--- src/rtl/core/ptc_pkg.sv ---
// Package for the pointer cursor tracker: widths, reset values, register indexes and states.
package ptc_pkg;

  // Default cursor coordinate width.
  localparam int POS_BITS_DEF = 13;

  // Configuration port geometry.
  localparam int CFG_IDX_W  = 3;
  localparam int CFG_DATA_W = 16;

  // Field widths fixed by the report formats.
  localparam int COORD_W  = 16;
  localparam int SCREEN_W = 14;
  localparam int SPEED_W  = 6;

  // A relative product is at most 16 + 6 bits wide; the divider's low shift
  // register holds that many bits.
  localparam int REL_BITS = COORD_W + SPEED_W;

  // Register reset values.
  localparam logic [SCREEN_W-1:0] SCREEN_W_RST = 14'd1024;
  localparam logic [SCREEN_W-1:0] SCREEN_H_RST = 14'd768;
  localparam logic [SPEED_W-1:0]  SPEED_RST    = 6'd4;
  localparam logic [COORD_W-1:0]  ABS_MAX_RST  = 16'hFFFF;
  localparam logic [COORD_W-1:0]  REL_RES_RST  = 16'd1;

  typedef enum logic [CFG_IDX_W-1:0] {
    CFG_SCREEN_WIDTH  = 3'd0,
    CFG_SCREEN_HEIGHT = 3'd1,
    CFG_MOUSE_SPEED   = 3'd2,
    CFG_ABS_MAX_X     = 3'd3,
    CFG_ABS_MAX_Y     = 3'd4,
    CFG_REL_RES_X     = 3'd5,
    CFG_REL_RES_Y     = 3'd6
  } cfg_reg_t;

  typedef enum logic [2:0] {
    ST_IDLE,
    ST_MUL,
    ST_DIV,
    ST_AXIS_END,
    ST_DONE
  } ptc_state_t;

endpackage

--- src/rtl/core/pointer_cursor_tracker_core.sv ---
// Pointer cursor tracker: scales touch reports and integrates mouse motion into a cursor position.
//
//  channel | direction | handshake          | payload
//  --------+-----------+--------------------+------------------------------------------------
//  in      | input     | in_valid/in_stall  | abs_valid abs_x abs_y touch_active rel_valid
//          |           |                    | rel_dx rel_dy left_button
//  out     | output    | out_valid/out_stall| status cursor_x cursor_y holding press
//  cfg     | input     | cfg_wr_en          | cfg_index cfg_data
//
// One multiplier and one restoring divider (one quotient bit per cycle) are shared by both
// axes under a small sequencer. Each axis runs a multiply step, K divide steps and a clamp
// step, with K = POS_BITS for a touch report and 22 for a mouse report; the divide is
// skipped when a touch coordinate is at or past full scale or a mouse divisor is zero.
// An item with no report goes straight to the result. The block takes no new beat while
// an item is in work. Reset is synchronous: it loads the register defaults and centers the
// cursor. The result beat sits in an output register, so a stalled output only holds the
// sequencer in its final state.
module pointer_cursor_tracker_core
  import ptc_pkg::*;
#(
  parameter int POS_BITS = POS_BITS_DEF
) (
  input  logic                  clk,
  input  logic                  rst,
  // Configuration writes.
  input  logic                  cfg_wr_en,
  input  logic [CFG_IDX_W-1:0]  cfg_index,
  input  logic [CFG_DATA_W-1:0] cfg_data,
  // Poll beats.
  input  logic                  in_valid,
  output logic                  in_stall,
  input  logic                  abs_valid,
  input  logic [COORD_W-1:0]    abs_x,
  input  logic [COORD_W-1:0]    abs_y,
  input  logic                  touch_active,
  input  logic                  rel_valid,
  input  logic signed [COORD_W-1:0] rel_dx,
  input  logic signed [COORD_W-1:0] rel_dy,
  input  logic                  left_button,
  // Result beats.
  output logic                  out_valid,
  input  logic                  out_stall,
  output logic                  status,
  output logic [POS_BITS-1:0]   cursor_x,
  output logic [POS_BITS-1:0]   cursor_y,
  output logic                  holding,
  output logic                  press
);

  // Product of a 16-bit operand and an effective screen size of POS_BITS+1 bits.
  localparam int PROD_W = COORD_W + POS_BITS + 1;
  // Clamp arithmetic: position plus or minus a 22-bit quotient, with a sign bit on top.
  localparam int SUM_W  = REL_BITS + 2;
  localparam int CNT_W  = $clog2(REL_BITS + 1);
  localparam logic [16:0] SIZE_LIM = 17'(2 ** POS_BITS);

  // The effective screen size is the register limited to [1, 2^POS_BITS].
  function automatic logic [POS_BITS:0] eff_size(input logic [SCREEN_W-1:0] s);
    logic [16:0] s_ext;
    s_ext = 17'(s);
    if (s == '0) begin
      eff_size = (POS_BITS+1)'(1);
    end else if (s_ext > SIZE_LIM) begin
      eff_size = SIZE_LIM[POS_BITS:0];
    end else begin
      eff_size = s_ext[POS_BITS:0];
    end
  endfunction

  localparam logic [POS_BITS:0]   RST_W_X   = eff_size(SCREEN_W_RST);
  localparam logic [POS_BITS:0]   RST_W_Y   = eff_size(SCREEN_H_RST);
  localparam logic [POS_BITS-1:0] POS_X_RST = POS_BITS'(RST_W_X >> 1);
  localparam logic [POS_BITS-1:0] POS_Y_RST = POS_BITS'(RST_W_Y >> 1);

  // Configuration registers.
  logic [SCREEN_W-1:0] screen_width;
  logic [SCREEN_W-1:0] screen_height;
  logic [SPEED_W-1:0]  mouse_speed;
  logic [COORD_W-1:0]  abs_max_x;
  logic [COORD_W-1:0]  abs_max_y;
  logic [COORD_W-1:0]  rel_res_x;
  logic [COORD_W-1:0]  rel_res_y;

  always_ff @(posedge clk) begin
    if (rst) begin
      screen_width  <= SCREEN_W_RST;
      screen_height <= SCREEN_H_RST;
      mouse_speed   <= SPEED_RST;
      abs_max_x     <= ABS_MAX_RST;
      abs_max_y     <= ABS_MAX_RST;
      rel_res_x     <= REL_RES_RST;
      rel_res_y     <= REL_RES_RST;
    end else if (cfg_wr_en) begin
      unique case (cfg_reg_t'(cfg_index))
        CFG_SCREEN_WIDTH:  screen_width  <= cfg_data[SCREEN_W-1:0];
        CFG_SCREEN_HEIGHT: screen_height <= cfg_data[SCREEN_W-1:0];
        CFG_MOUSE_SPEED:   mouse_speed   <= cfg_data[SPEED_W-1:0];
        CFG_ABS_MAX_X:     abs_max_x     <= cfg_data;
        CFG_ABS_MAX_Y:     abs_max_y     <= cfg_data;
        CFG_REL_RES_X:     rel_res_x     <= cfg_data;
        CFG_REL_RES_Y:     rel_res_y     <= cfg_data;
        default: ;
      endcase
    end
  end

  // Sequencer state and the item captured at acceptance.
  ptc_state_t state, state_next;

  logic                 item_abs;    // touch report wins over the mouse report
  logic                 item_any;    // some report was present
  logic                 item_hold;   // new hold state
  logic [COORD_W-1:0]   raw_x;       // touch coordinate or mouse delta
  logic [COORD_W-1:0]   raw_y;
  logic                 axis;        // 0 works on X, 1 on Y
  logic                 skip;        // divide bypassed for this axis
  logic [CNT_W-1:0]     cnt;

  // Architectural state.
  logic [POS_BITS-1:0]  pos_x;
  logic [POS_BITS-1:0]  pos_y;
  logic                 held;

  // Shared arithmetic.
  logic [COORD_W-1:0]   div_rem;
  logic [REL_BITS-1:0]  div_lo;

  // Sequencer controls.
  logic accept, do_mul, do_div, do_axis_end, do_load;

  // Per-axis operand selection.
  logic [COORD_W-1:0]   cur_raw;
  logic [COORD_W-1:0]   cur_mag;
  logic [POS_BITS:0]    w_x, w_y, w_cur;
  logic [POS_BITS-1:0]  w_max;
  logic [COORD_W-1:0]   divisor;
  logic                 skip_now;
  logic [COORD_W-1:0]   mul_a;
  logic [POS_BITS:0]    mul_b;
  logic [PROD_W-1:0]    prod;

  assign w_x     = eff_size(screen_width);
  assign w_y     = eff_size(screen_height);
  assign w_cur   = axis ? w_y : w_x;
  assign w_max   = POS_BITS'(w_cur - (POS_BITS+1)'(1));
  assign cur_raw = axis ? raw_y : raw_x;
  assign cur_mag = cur_raw[COORD_W-1] ? (COORD_W'(0) - cur_raw) : cur_raw;

  always_comb begin
    if (item_abs) begin
      divisor = axis ? abs_max_y : abs_max_x;
    end else begin
      divisor = axis ? rel_res_y : rel_res_x;
    end
  end

  // A touch coordinate at or past full scale (which covers a zero full scale) lands on the
  // last pixel without a divide; a zero mouse divisor means no movement.
  assign skip_now = item_abs ? (cur_raw >= divisor) : (divisor == '0);

  assign mul_a = item_abs ? cur_raw : cur_mag;
  assign mul_b = item_abs ? w_cur : (POS_BITS+1)'(mouse_speed);
  assign prod  = PROD_W'(mul_a) * PROD_W'(mul_b);

  // One restoring divide step: bring in the next dividend bit, subtract if it fits.
  logic [COORD_W:0]   div_shift;
  logic [COORD_W:0]   div_diff;
  logic               div_fit;

  assign div_shift = {div_rem, div_lo[REL_BITS-1]};
  assign div_diff  = div_shift - {1'b0, divisor};
  assign div_fit   = div_shift >= {1'b0, divisor};

  // Clamp of the new coordinate for the current axis.
  logic [POS_BITS-1:0]  pos_cur;
  logic [REL_BITS-1:0]  quot;
  logic [SUM_W-1:0]     sum;
  logic [POS_BITS-1:0]  new_pos;

  assign pos_cur = axis ? pos_y : pos_x;
  assign quot    = skip ? '0 : div_lo;
  assign sum     = cur_raw[COORD_W-1] ? (SUM_W'(pos_cur) - SUM_W'(quot))
                                      : (SUM_W'(pos_cur) + SUM_W'(quot));

  always_comb begin
    if (item_abs) begin
      new_pos = skip ? w_max : div_lo[POS_BITS-1:0];
    end else if (sum[SUM_W-1]) begin
      new_pos = '0;
    end else if (sum >= SUM_W'(w_cur)) begin
      new_pos = w_max;
    end else begin
      new_pos = sum[POS_BITS-1:0];
    end
  end

  // Next state.
  always_comb begin
    state_next = state;
    unique case (state)
      ST_IDLE: begin
        if (in_valid) begin
          state_next = (abs_valid || rel_valid) ? ST_MUL : ST_DONE;
        end
      end
      ST_MUL: begin
        state_next = skip_now ? ST_AXIS_END : ST_DIV;
      end
      ST_DIV: begin
        if (cnt == CNT_W'(1)) begin
          state_next = ST_AXIS_END;
        end
      end
      ST_AXIS_END: begin
        state_next = axis ? ST_DONE : ST_MUL;
      end
      ST_DONE: begin
        if (!out_valid || !out_stall) begin
          state_next = ST_IDLE;
        end
      end
      default: state_next = ST_IDLE;
    endcase
  end

  // Sequencer outputs.
  always_comb begin
    accept      = 1'b0;
    do_mul      = 1'b0;
    do_div      = 1'b0;
    do_axis_end = 1'b0;
    do_load     = 1'b0;
    in_stall    = 1'b1;
    unique case (state)
      ST_IDLE: begin
        in_stall = 1'b0;
        accept   = in_valid;
      end
      ST_MUL:      do_mul      = 1'b1;
      ST_DIV:      do_div      = 1'b1;
      ST_AXIS_END: do_axis_end = 1'b1;
      ST_DONE:     do_load     = !out_valid || !out_stall;
      default: ;
    endcase
  end

  always_ff @(posedge clk) begin
    if (rst) begin
      state <= ST_IDLE;
    end else begin
      state <= state_next;
    end
  end

  // Captured item; the report type decides which coordinates and button are kept.
  always_ff @(posedge clk) begin
    if (accept) begin
      item_abs  <= abs_valid;
      item_any  <= abs_valid || rel_valid;
      item_hold <= abs_valid ? touch_active : left_button;
      raw_x     <= abs_valid ? abs_x : rel_dx;
      raw_y     <= abs_valid ? abs_y : rel_dy;
    end
  end

  // Axis select and divide counter.
  always_ff @(posedge clk) begin
    if (rst) begin
      axis <= 1'b0;
      skip <= 1'b0;
      cnt  <= '0;
    end else begin
      if (accept) begin
        axis <= 1'b0;
      end else if (do_axis_end) begin
        axis <= 1'b1;
      end
      if (do_mul) begin
        skip <= skip_now;
        cnt  <= item_abs ? CNT_W'(POS_BITS) : CNT_W'(REL_BITS);
      end else if (do_div) begin
        cnt  <= cnt - CNT_W'(1);
      end
    end
  end

  // The product loads the divider. For a touch report the quotient is known to stay below
  // 2^POS_BITS, so the upper product bits start as the partial remainder and only POS_BITS
  // steps remain; the low bits are left-aligned so both cases shift out of the same end.
  always_ff @(posedge clk) begin
    if (do_mul) begin
      if (item_abs) begin
        div_rem <= prod[POS_BITS+COORD_W-1:POS_BITS];
        div_lo  <= {prod[POS_BITS-1:0], {(REL_BITS-POS_BITS){1'b0}}};
      end else begin
        div_rem <= '0;
        div_lo  <= prod[REL_BITS-1:0];
      end
    end else if (do_div) begin
      div_rem <= div_fit ? div_diff[COORD_W-1:0] : div_shift[COORD_W-1:0];
      div_lo  <= {div_lo[REL_BITS-2:0], div_fit};
    end
  end

  // Position and hold state. Configuration writes never move the cursor.
  always_ff @(posedge clk) begin
    if (rst) begin
      pos_x <= POS_X_RST;
      pos_y <= POS_Y_RST;
      held  <= 1'b0;
    end else begin
      if (do_axis_end) begin
        if (axis) begin
          pos_y <= new_pos;
        end else begin
          pos_x <= new_pos;
        end
      end
      if (do_load && item_any) begin
        held <= item_hold;
      end
    end
  end

  // Output register. A press beat marks the release of a hold.
  always_ff @(posedge clk) begin
    if (rst) begin
      out_valid <= 1'b0;
    end else if (do_load) begin
      out_valid <= 1'b1;
    end else if (!out_stall) begin
      out_valid <= 1'b0;
    end
  end

  always_ff @(posedge clk) begin
    if (do_load) begin
      status   <= !item_any;
      cursor_x <= pos_x;
      cursor_y <= pos_y;
      holding  <= item_any ? item_hold : held;
      press    <= item_any && held && !item_hold;
    end
  end

endmodule

--- config.mk ---
export PLATFORM = sky130hd
export DESIGN_NAME = pointer_cursor_tracker_core
export DESIGN_NICKNAME = d
export VERILOG_FILES = /design/src/rtl/core/ptc_pkg.sv /design/src/rtl/core/pointer_cursor_tracker_core.sv
export SDC_FILE = /design/constraint.sdc
export NUM_CORES = 1
export LEC_CHECK = 0
export BUFFER_PORTS_ARGS = -buffer_cell sky130_fd_sc_hd__buf_4
export CAP_MARGIN = 20
export CELL_PAD_IN_SITES_DETAIL_PLACEMENT = 2
export CELL_PAD_IN_SITES_GLOBAL_PLACEMENT = 2
export CORE_MARGIN = 3
export CORE_UTILIZATION = 36
export DETAILED_ROUTE_END_ITERATION = 10
export GPL_ROUTABILITY_DRIVEN = 0
export PLACE_DENSITY_LB_ADDON = 0.08
export SLEW_MARGIN = 20
export SYNTH_ARGS = -nofsm -noshare
export SYNTH_HDL_FRONTEND = slang
export SYNTH_SLANG_ARGS = --single-unit
--- constraint.sdc ---
create_clock -name clk -period 7.5 [get_ports clk]
set_input_delay 1.5 -clock clk [delete_from_list [all_inputs] [get_ports clk]]
set_output_delay 1.5 -clock clk [all_outputs]
set_load 0.005 [all_outputs]
## Word level (Yosys, flattened, before mapping)

Cells that the tools add are included.

| storage, ports and cells | value |
|---|---|
| input port bits | 92 |
| register bits | 238 |
| memories kept | 0 |
| memory bits (read-only) | 0 |
| memory bits (writable) | 0 |
| latch bits | 0 |
| word-level logic and storage cells | 130 |
| output and inout bits | 31 |

| operators by class | value |
|---|---|
| shift-type cells | 0 |
| eq/ne operators | 15 |
| reductions and logical operators | 26 |
| bitwise operators | 1 |
| divide/modulo/power cells | 0 |
| magnitude comparators | 5 |
| $mul | 1 |
| add/sub/neg operators | 6 |
| muxes and demuxes | 49 |

Operators by type and width:

| kind | count |
|---|---|
| 16-bit two-way mux | 12 |
| 22-bit two-way mux | 4 |
| 14-bit two-way mux | 6 |
| 13-bit two-way mux | 5 |
| 16-bit by 14-bit multiplier with 29-bit output | 1 |
| 14-bit greater-than comparator (second input constant) | 2 |
| 14-bit zero test | 2 |
| 24-bit by 14-bit greater-or-equal comparator with 1-bit output | 1 |
| 24-bit two-way mux | 1 |
| 13-bit by 22-bit adder with 23-bit output | 1 |
| 13-bit by 22-bit subtractor with 23-bit output | 1 |
| 2-bit AND reduction | 9 |
| 17-bit by 16-bit greater-or-equal comparator with 1-bit output | 1 |
| 16-bit greater-or-equal comparator | 1 |
| 16-bit zero test | 1 |
| 1-bit by 16-bit subtractor with 16-bit output (first input constant) | 1 |
| 16-bit subtractor | 1 |
| 3-bit two-way mux | 5 |
| 5-bit two-way mux | 3 |
| 3-bit one-hot mux with 5 select lines | 1 |
| 13-bit by 1-bit subtractor with 13-bit output (second input constant) | 1 |
| 3-bit by 2-bit == test with 1-bit output (second input constant) | 4 |
| 3-bit == test (second input constant) | 4 |
| 1-bit two-way mux | 12 |
| 13 further kinds | 23 |

## Depth between registers and ports, before layout

Gate-level depths: netlist of the first run.

| depth | value |
|---|---|
| word-level depth | 8 |
| mapped depth | 32 |
| mapped depth without buffers | 30 |

## Least setup slack after synthesis of the first run

Ideal clock, no wire load.

| path | value |
|---|---|
| path kind | flip-flop to flip-flop |
| start point | reg axis |
| end point | reg div_rem[15], data pin |
| slack | -0.458 ns |
| required time | 7.243 ns |
| cell stages (with the launch flop) | 31 |
| path buffers | 5 |
| data arrival time | 7.701 ns |
| library setup time | 0.257 ns |
| period minus slack after synthesis | 7.958 ns |
| cell sequence | dfxtp_1 buf_2 buf_2 buf_2 buf_2 buf_1 mux2i_1 inv_1 xnor2_1 nor2_1 fa_1 inv_1 fa_1 inv_1 fa_1 ha_1 fa_1 inv_1 fa_1 inv_1 ha_1 o21a_1 o21a_1 o41ai_1 a21oi_1 o211ai_1 a21oi_1 a221o_1 a211oi_1 mux2i_1 nand2_1 |

| on the way | value |
|---|---|
| longest elaborated chain between the ends | 7 |
| elaborated cells on any way between the ends | 16 |
| those cells by class | 2 x add/sub; 1 x mul; 1 x order compare; 12 x mux |

Ends and longest elaborated chain:

| what | RTL line | text |
|---|---|---|
| from (decl) | pointer_cursor_tracker_core.sv:115 | `logic axis;` |
| from (signal assigned) | pointer_cursor_tracker_core.sv:269 | `axis <= 1'b0;` |
| from (signal assigned) | pointer_cursor_tracker_core.sv:274 | `axis <= 1'b0;` |
| from (signal assigned) | pointer_cursor_tracker_core.sv:276 | `axis <= 1'b1;` |
| 16-bit two-way mux | pointer_cursor_tracker_core.sv:146 | `assign cur_raw = axis ? raw_y : raw_x;` |
| 1-bit by 16-bit subtractor with 16-bit output | pointer_cursor_tracker_core.sv:147 | `assign cur_mag = cur_raw[COORD_W-1] ? (COORD_W'(0) - cur_raw) : cur_raw;` |
| 16-bit two-way mux | pointer_cursor_tracker_core.sv:147 |  |
| 16-bit two-way mux | pointer_cursor_tracker_core.sv:161 | `assign mul_a = item_abs ? cur_raw : cur_mag;` |
| 16-bit by 14-bit multiplier with 29-bit output | pointer_cursor_tracker_core.sv:163 | `assign prod = PROD_W'(mul_a) * PROD_W'(mul_b);` |
| 16-bit two-way mux | pointer_cursor_tracker_core.sv:292 | `if (item_abs) begin` |
| 16-bit two-way mux * | pointer_cursor_tracker_core.sv:291 | `if (do_mul) begin` |
| to (signal assigned) | pointer_cursor_tracker_core.sv:293 | `div_rem <= prod[POS_BITS+COORD_W-1:POS_BITS];` |
| to (signal assigned) | pointer_cursor_tracker_core.sv:300 | `div_rem <= div_fit ? div_diff[COORD_W-1:0] : div_shift[COORD_W-1:0];` |
| to (decl) | pointer_cursor_tracker_core.sv:125 | `logic [COORD_W-1:0] div_rem;` |

Mark *: on every way between the ends. The rest lies on a longest branch, timed or not. The select of a mux whose other input is x is not followed.
A chain may end at the register's enable or synchronous reset.

## Worst setup path after layout of the first run

| path | value |
|---|---|
| start point | reg axis |
| end point | reg div_rem[13], data pin |

Same word-level chain as after synthesis.

==> results of run 1 <==
power groups by stage:
stage / clock (W) / combinational, W / sequential, W
2_1_floorplan: 0 / 0.00381 / 0.00169
3_3_place_gp: 0 / 0.00665 / 0.00177
3_5_place_dp: 0 / 0.00696 / 0.00178
4_1_cts: 0.00143 / 0.00775 / 0.00176
5_1_grt: 0.00149 / 0.00988 / 0.00179
6_report: 0.00141 / 0.00929 / 0.00177
cells in the mapped netlist (all sizes together), types with 9 or more instances:
master	n
a311oi	28
mux2	55
nand3b	32
nand3	22
nor4	19
nor2b	50
nor2	204
dfxtp	136
fa	167
or3	12
edfxtp	102
clkbuf	85
o21ai	72
a21o	27
nor3	35
o31ai	11
a211oi	12
buf	27
o21a	10
and2	28
a22oi	9
ha	166
nor3b	9
and3	12
xnor2	74
a21oi	129
a31oi	18
inv	253
a211o	22
nand2b	29
xor2	16
mux4	16
mux2i	57
nand2	371
o21bai	10
nand4	13
registers in the layout, summed over array words and instances, names as in the netlist, 14 cells and up:
| name | count |
|---|---|
| div_rem | 16 |
| rel_res_y | 16 |
| raw_x | 16 |
| abs_max_y | 16 |
| screen_width | 14 |
| abs_max_x | 16 |
| div_lo | 22 |
| rel_res_x | 16 |
| screen_height | 14 |
| raw_y | 16 |
path summary, 6_finish.rpt:
| check | from | to | depth (start not counted) |
|---|---|---|---|
| worst min-delay path | rel_res_y[5]$_SDFFE_PP0P_ | rel_res_y[5]$_SDFFE_PP0P_ | 2 |
| worst max-delay path | axis$_SDFFE_PP0P_ | div_rem[13]$_DFFE_PP_ | 29 |
| worst min register to register | rel_res_y[5]$_SDFFE_PP0P_ | rel_res_y[5]$_SDFFE_PP0P_ | 2 |
| worst max register to register | axis$_SDFFE_PP0P_ | div_rem[13]$_DFFE_PP_ | 29 |
routing by layer:
metal	routed length [um]	vias to the layer above	track usage, %	share of wire [%]
li1	-	9031	-	-
met1	39350	10510	34.47	40
met2	50150	539	51.84	51
met3	4118	228	4.051	4.2
met4	4592	0	10.10	4.7
met5	0	-	0	0
stage by stage:
stage / power (W) / hold WS, ps / util (%)
3_3_place_gp: 0.008423 / 438.8 / 42.65
6_report: 0.01246 / 460.5 / 47.23
2_1_floorplan: 0.005501 / 425.2 / -
3_5_place_dp: 0.008735 / 446.0 / 42.65
5_1_grt: 0.01316 / 477.7 / 47.23
4_1_cts: 0.01094 / 461.1 / 45.82
final cells by class:
class / instances / area [um2] / area share (%)
clock buffer: 36 / 803.3 / 2.860
clock inverter: 17 / 133.9 / 0.4767
inverter: 253 / 952.2 / 3.390
multi-input combinational: 1823 / 15680 / 55.82
sequential: 238 / 5793 / 20.63
tap: 773 / 967.2 / 3.444
timing repair buffer: 469 / 3760 / 13.39
worst max-delay path: cells and delay by family (launching register included):
family / cells / cell delay (ps)
adders and majority gates: 7 / 3420
and+or+nand+nor: 7 / 1580
AOI/OAI and AO/OA: 7 / 1510
buffers and inverters: 7 / 710
DFF: 1 / 360
xor gates and xnor gates: 1 / 160
cell usage in the layout (no fill, tap or decap), drive strengths merged, types with 12 or more instances in the layout:
cell and n:
nand4 13, clkinv 12, nor2b 50, a211oi 12, mux2 55, a311oi 28
nand3 22, edfxtp 102, a21oi 129, or3 12, o21ai 72, a211o 22
nor4 19, mux4 16, xnor2 74, dfxtp 136, clkbuf 36, buf 469
nand3b 32, and3 12, nor2 204, xor2 16, nor3 35, a21o 27
and2 28, fa 167, a31oi 18, mux2i 57, nand2 371, ha 166
inv 255, nand2b 29
cells by family (layout without fill, tap and decap cells):
logic type | after synthesis | after routing | synth area share [%]
and+or+nand+nor | 857 | 857 | 18.31
AOI/OAI and AO/OA | 415 | 415 | 12.72
buffers and inverters | 369 | 775 | 6.763
adders and majority gates | 333 | 333 | 24.87
DFF | 238 | 238 | 26.55
muxes | 128 | 128 | 7.170
xor gates and xnor gates | 90 | 90 | 3.617
repair_timing:
| item | 4_1_cts | 5_1_grt |
|---|---|---|
| pin swaps | 79 | 86 |
| setup endpoints to repair | 28 | 29 |
| hold buffers | 0 | 0 |
| setup buffers | 50 | 32 |
| gates cloned | 0 | 1 |
| gates resized for setup | 128 | 123 |
==> insert_results.sql, run 1 <==
INSERT INTO impl_metrics (metric_group, metric, value, unit) VALUES
('yosys', 'synth-seq-area-share', '26.55', '%'),
('place', 'numPortBuffers', '122', ''),
('die', 'fp.dieArea', '63530', 'um2'),
('timing', 'report.final.slew_viol_count', '0', ''),
('power', 'power_report.internal_total', '0.006578', 'W'),
('final_layout', 'fin_nets', '3239', ''),
('worst_setup_path', 'crit_slowest_cell', 'sky130_fd_sc_hd__fa_1', ''),
('clock_tree', 'cts_max_level', '1', ''),
('yosys', 'library_cell_with_the_largest_summed_area_after_synthesis', 'sky130_fd_sc_hd__fa_1', ''),
('clock_tree', 'cts_num_sinks', '238', ''),
('die', 'placement_rows', '89', ''),
('worst_setup_path', 'critPathMaxStageDelay', '640', 'ps'),
('global_routing', 'global_route_wire_length_before_repair', '139100', 'um'),
('route', 'number_of_nets_still_failing_antenna_checks_after_routing', '0', ''),
('clock_tree', 'latest_clock_arrival_within_the_worst_skew_pair', '590', 'ps'),
('die', 'io_pins', '123', ''),
('route', 'routed_wl', '98210', 'um'),
('route', 'drc', '0', ''),
('outcome', 'outcome', 'complete, but fails checks', ''),
('clock_tree', 'numCtsBuffers', '29', ''),
('power', 'pwr-share-seq', '14.2', '%'),
('final_layout', 'layout-area-overhead-vs-synth', '28.87', '%'),
('timing', 'rsz0062_at_grt', 'yes', ''),
('yosys', 'synth.yosys.warnings', '0', ''),
('outcome', 'violations', 'negative setup slack', ''),
('final_layout', 'post_layout_nonfiller_instances', '3609', ''),
('route', '1st_pass_router_iterations', '5', ''),
('worst_setup_path', 'endpoint_kind', 'flop', ''),
('timing', 'fin_crit_sh', '107.4', '%'),
('timing', 'slew_at_the_pin_closest_to_its_max_slew_limit', '1042', 'ps'),
('timing', 'maxClockFrequency', '124.2', 'MHz'),
('worst_setup_path', 'crit_required', '7800', 'ps'),
('place', 'dp.final_hpwl', '68370', 'um'),
('final_layout', 'post_route_cells_drive_above_1_share', '27.75', '%'),
('clock_tree', 'tritoncts', 'done', ''),
('timing', 'timing.final.hold_violations', '0', ''),
('yosys', 'postSynthRegisterBits', '238', ''),
('place', 'placedCellCount', '3477', ''),
('yosys', 'synth_enable_flop_cells', '102', ''),
('power', 'power.leakage', '12.30', 'nW'),
('yosys', 'synth-main-ff-cell', 'sky130_fd_sc_hd__dfxtp_1', ''),
('die', 'coreArea', '59460', 'um2'),
('yosys', 'netlist.area_leader.share', '15.34', '%'),
('worst_setup_path', 'worstSetupStartpointType', 'flop', ''),
('route', 'route.detailed.vias_per_inst', '5.627', ''),
('die', 'die_width', '252.1', 'um'),
('clock_tree', 'cts.clk_slew.worst_paths', '60', 'ps'),
('power', 'p_sw_share', '47.22', '%'),
('timing', 'final_critical_path_setup_slack', '-554.5', 'ps'),
('timing', 'setup-violations-final', '23', ''),
('die', 'die_h', '252.1', 'um'),
('global_routing', 'vias_in_the_first_global_route', '23050', ''),
('die', 'initial_core_util', '36.65', '%'),
('power', 'power_density_cells', '443.8', 'nW/um2'),
('timing', 'final.setup_skew', '33.37', 'ps'),
('timing', 'relSlewSlack', '30.28', '%'),
('final_layout', 'final_design_area_no_fill', '28090', 'um2'),
('global_routing', 'grt_util_all_layers', '28.55', '%'),
('yosys', 'synth_area_leaders', 'sky130_fd_sc_hd__fa_1 15%, sky130_fd_sc_hd__edfxtp_1 14%, sky130_fd_sc_hd__dfxtp_1 12%, sky130_fd_sc_hd__ha_1 9.5%, sky130_fd_sc_hd__nand2_1 6.4%', ''),
('yosys', 'synth_fp_nets', '2855', ''),
('final_layout', 'fillers', '6381', ''),
('yosys', 'synth.distinct_cells', '86', ''),
('place', 'pre_cts_setup_slack', '-680.9', 'ps'),
('power', 'share_clk_of_total_power', '11.3', '%'),
('worst_setup_path', 'criticalPathCategory', 'flop to flop', ''),
('worst_setup_path', 'arrival', '8350', 'ps'),
('global_routing', 'pin_count_of_the_biggest_net_entering_global_routing', '93', ''),
('route', 'dr_iter_0_viols', '1109', ''),
('power', 'share_comb_of_total_power', '74.5', '%'),
('power', 'power.switching', '0.005886', 'W'),
('global_routing', 'grt.overflow.total', '0', '');
Power figures use the tool's default switching activity.
==> run 2, diff against run 1 <==
--- a/config.mk
+++ b/config.mk
@@ -9,8 +9,9 @@
 export CAP_MARGIN = 20
 export CELL_PAD_IN_SITES_DETAIL_PLACEMENT = 2
 export CELL_PAD_IN_SITES_GLOBAL_PLACEMENT = 2
+export CORE_ASPECT_RATIO = 1.75
 export CORE_MARGIN = 3
-export CORE_UTILIZATION = 36
+export CORE_UTILIZATION = 31
 export DETAILED_ROUTE_END_ITERATION = 10
 export GPL_ROUTABILITY_DRIVEN = 0
 export PLACE_DENSITY_LB_ADDON = 0.08
==> run 2 against run 1 <==
Compared with the run above:
- the run still ends with negative setup slack left
- combinational power decreased by 9.0%
- sequential share of layout area down 0.15 points
- sequential cell count is the same
- count of clock-buffer cells in the layout is 5 lower
- largest power group unchanged
- global-route usage decreased by 2.9 points
- highest routed layer unchanged
- largest cell class unchanged
==> insert_results.sql, run 2 (synthesis gave the netlist of run 1 again) <==
INSERT INTO impl_metrics (metric_group, metric, value, unit) VALUES
('global_routing', 'grt.overflow.total', '0', ''),
('final_layout', 'layout.core_utilization', '40.59', '%'),
('worst_setup_path', 'timing.reg2reg.worst_path_depth', '30', ''),
('route', 'routed_wl', '94580', 'um'),
('min_path', 'worst_hold_path.num_cells', '2', ''),
('route', 'dr_vias', '19590', ''),
('clock_tree', 'cts-root-to-sink-buffers', '3', ''),
('power', 'power.ir.vdd_worst', '0.3529', 'mV'),
('timing', 'period_needed', '7732', 'ps'),
('worst_setup_path', 'crit_slowest_cell', 'sky130_fd_sc_hd__fa_1', ''),
('worst_setup_path', 'crit_required', '7800', 'ps'),
('worst_setup_path', 'critPathMaxStageDelay', '540', 'ps'),
('power', 'power_density_cells', '411.6', 'nW/um2'),
('power', 'total_chip_power', '0.01164', 'W'),
('final_layout', 'layout_commonest_cell', 'sky130_fd_sc_hd__buf_4', ''),
('final_layout', 'layout-area-overhead-vs-synth', '29.74', '%'),
('die', 'initial_core_util', '31.28', '%'),
('worst_setup_path', 'worstSetupStartpointType', 'flop', ''),
('final_layout', 'post_route_cells_drive_above_1_share', '28.04', '%'),
('timing', 'slew_at_the_pin_closest_to_its_max_slew_limit', '1032', 'ps'),
('global_routing', 'grt_util_all_layers', '25.60', '%'),
('worst_setup_path', 'critical_path.most_common_cell', 'sky130_fd_sc_hd__fa_1', ''),
('worst_setup_path', 'criticalPathCategory', 'flop to flop', ''),
('global_routing', 'pin_count_of_the_biggest_net_entering_global_routing', '76', ''),
('final_layout', 'final_cell_mix', '420 x sky130_fd_sc_hd__buf_4, 363 x sky130_fd_sc_hd__nand2_1, 221 x sky130_fd_sc_hd__inv_1', ''),
('worst_setup_path', 'arrival', '8040', 'ps'),
('global_routing', 'antenna_found_initial', '0', ''),
('power', 'power.leakage', '12.25', 'nW'),
('clock_tree', 'numCtsBuffers', '28', ''),
('timing', 'final.setup_skew', '65.25', 'ps'),
('outcome', 'violations', 'negative setup slack', ''),
('die', 'placement_rows', '128', ''),
('worst_setup_path', 'r2r_setup_slack', '-230', 'ps'),
('global_routing', 'global_route_wire_length_before_repair', '141700', 'um'),
('min_path', 'hold_start', 'rel_res_y[14]$_SDFFE_PP0P_', ''),
('route', 'number_of_nets_still_failing_antenna_checks_after_routing', '0', ''),
('die', 'coreArea', '69670', 'um2'),
('worst_setup_path', 'worst-path-max-fanout', '8', ''),
('die', 'fp.dieArea', '73650', 'um2'),
('clock_tree', 'cts.root.buffer_cell', 'sky130_fd_sc_hd__clkbuf_16', ''),
('clock_tree', 'number_of_hold_buffers_added_after_cts', '0', ''),
('die', 'io_pins', '123', ''),
('timing', 'rsz0062_at_grt', 'yes', ''),
('place', 'numPortBuffers', '122', ''),
('clock_tree', 'cts_num_sinks', '238', ''),
('place', 'placedCellCount', '3616', ''),
('final_layout', 'fin_nets', '3228', ''),
('worst_setup_path', 'regToRegEndpoint', 'div_rem[13]$_DFFE_PP_', ''),
('route', 'route.detailed.vias_per_inst', '5.244', ''),
('timing', 'maxClockFrequency', '129.3', 'MHz'),
('clock_tree', 'tritoncts', 'done', ''),
('timing', 'report.final.slew_viol_count', '0', ''),
('min_path', 'timing.hold.worst.class', 'flop to flop', ''),
('worst_setup_path', 'endpoint_kind', 'flop', ''),
('outcome', 'outcome', 'complete, but fails checks', ''),
('die', 'die_width', '206.4', 'um'),
('min_path', 'min_delay_endpoint', 'rel_res_y[14]$_SDFFE_PP0P_', ''),
('clock_tree', 'latest_clock_arrival_within_the_worst_skew_pair', '630', 'ps'),
('clock_tree', 'cts.clk_slew.worst_paths', '70', 'ps'),
('final_layout', 'largest_register_ffs', '22', ''),
('timing', 'timing.final.hold_violations', '0', ''),
('route', 'route.detailed.wl_per_inst', '25.32', 'um'),
('place', 'pre_cts_setup_slack', '-720.2', 'ps'),
('final_layout', 'post_layout_nonfiller_instances', '3735', ''),
('timing', 'relSlewSlack', '30.93', '%'),
('route', 'drc', '0', ''),
('worst_setup_path', 'worst_r2r_startpoint', 'axis$_SDFFE_PP0P_', ''),
('final_layout', 'top_register', 'div_lo', ''),
('timing', 'final_critical_path_setup_slack', '-232.1', 'ps'),
('timing', 'fin_crit_sh', '103.1', '%'),
('run', 'timing.max_cap.violations', '0', ''),
('route', 'dr_iter_0_viols', '669', ''),
('place', 'dp.final_hpwl', '75290', 'um'),
('final_layout', 'antenna_cells', '0', ''),
('global_routing', 'vias_in_the_first_global_route', '22570', ''),
('route', '1st_pass_router_iterations', '5', ''),
('die', 'die_h', '356.8', 'um'),
('clock_tree', 'cts_max_level', '1', ''),
('timing', 'setup-violations-final', '11', '');
## run 2: worst max-delay path by stage
stage	from	to	slack, ps	cells after the start
floorplan	screen_height[3]$_SDFFE_PP0P_	div_rem[15]$_DFFE_PP_	0.4	32
global placement	screen_height[3]$_SDFFE_PP0P_	div_rem[13]$_DFFE_PP_	-570	33
detailed placement	axis$_SDFFE_PP0P_	div_rem[12]$_DFFE_PP_	-720	29
CTS	axis$_SDFFE_PP0P_	div_rem[15]$_DFFE_PP_	-220	27
global route	axis$_SDFFE_PP0P_	div_rem[15]$_DFFE_PP_	-500	30
finish	axis$_SDFFE_PP0P_	div_rem[13]$_DFFE_PP_	-230	30
## run 2: area by class of cell
class	count	area (um2)
Inverter	253	952.2
Sequential cell	238	5791
Timing Repair Buffer	459	3725
Clock inverter	21	210.2
Clock buffer	31	721.9
Tap cell	910	1139
Fill cell	7636	41390
Multi-Input combinational cell	1823	15740
## run 2: repair_timing
item,CTS,global route
resized for setup,126,136
pin swaps,83,119
setup buffers,40,32
endpoints found under the setup margin,28,28
## run 2: worst max-delay path, delay by kind of cell, from the launching register on
family          cells  cell delay, ps
flops               1             500
fa+ha+maj           7            3100
xor+xnor            1             150
simple gates        5            1100
mux                 1             250
buf+inv            10            1050
compound gates      6            1220
## run 2: where the power goes
part	internal [W]	total (W)	switching [W]
Combinational	0.00384	0.00845	0.00462
Sequential	0.00160	0.00175	0.000153
Clock	0.000777	0.00143	0.000652
## run 2: metrics by stage
step / hold WS, ps / instance area (um2) / TNS, ps
after CTS: 458.4 / 27440 / -1521
after global placement: 436.2 / 25570 / -7958
final: 456.9 / 28280 / -958.8
after floorplan: 425.2 / 21880 / 0
after detailed placement: 446.1 / 25580 / -11320
after global routing: 477.1 / 28280 / -4907
## run 2: layer usage
metal	track usage, %	share of wire, %	up-vias
met2	51.35	57	247
met4	11.35	5.4	0
met5	0	0	-
met1	26.41	36	10170
li1	-	-	9007
met3	1.926	1.8	164
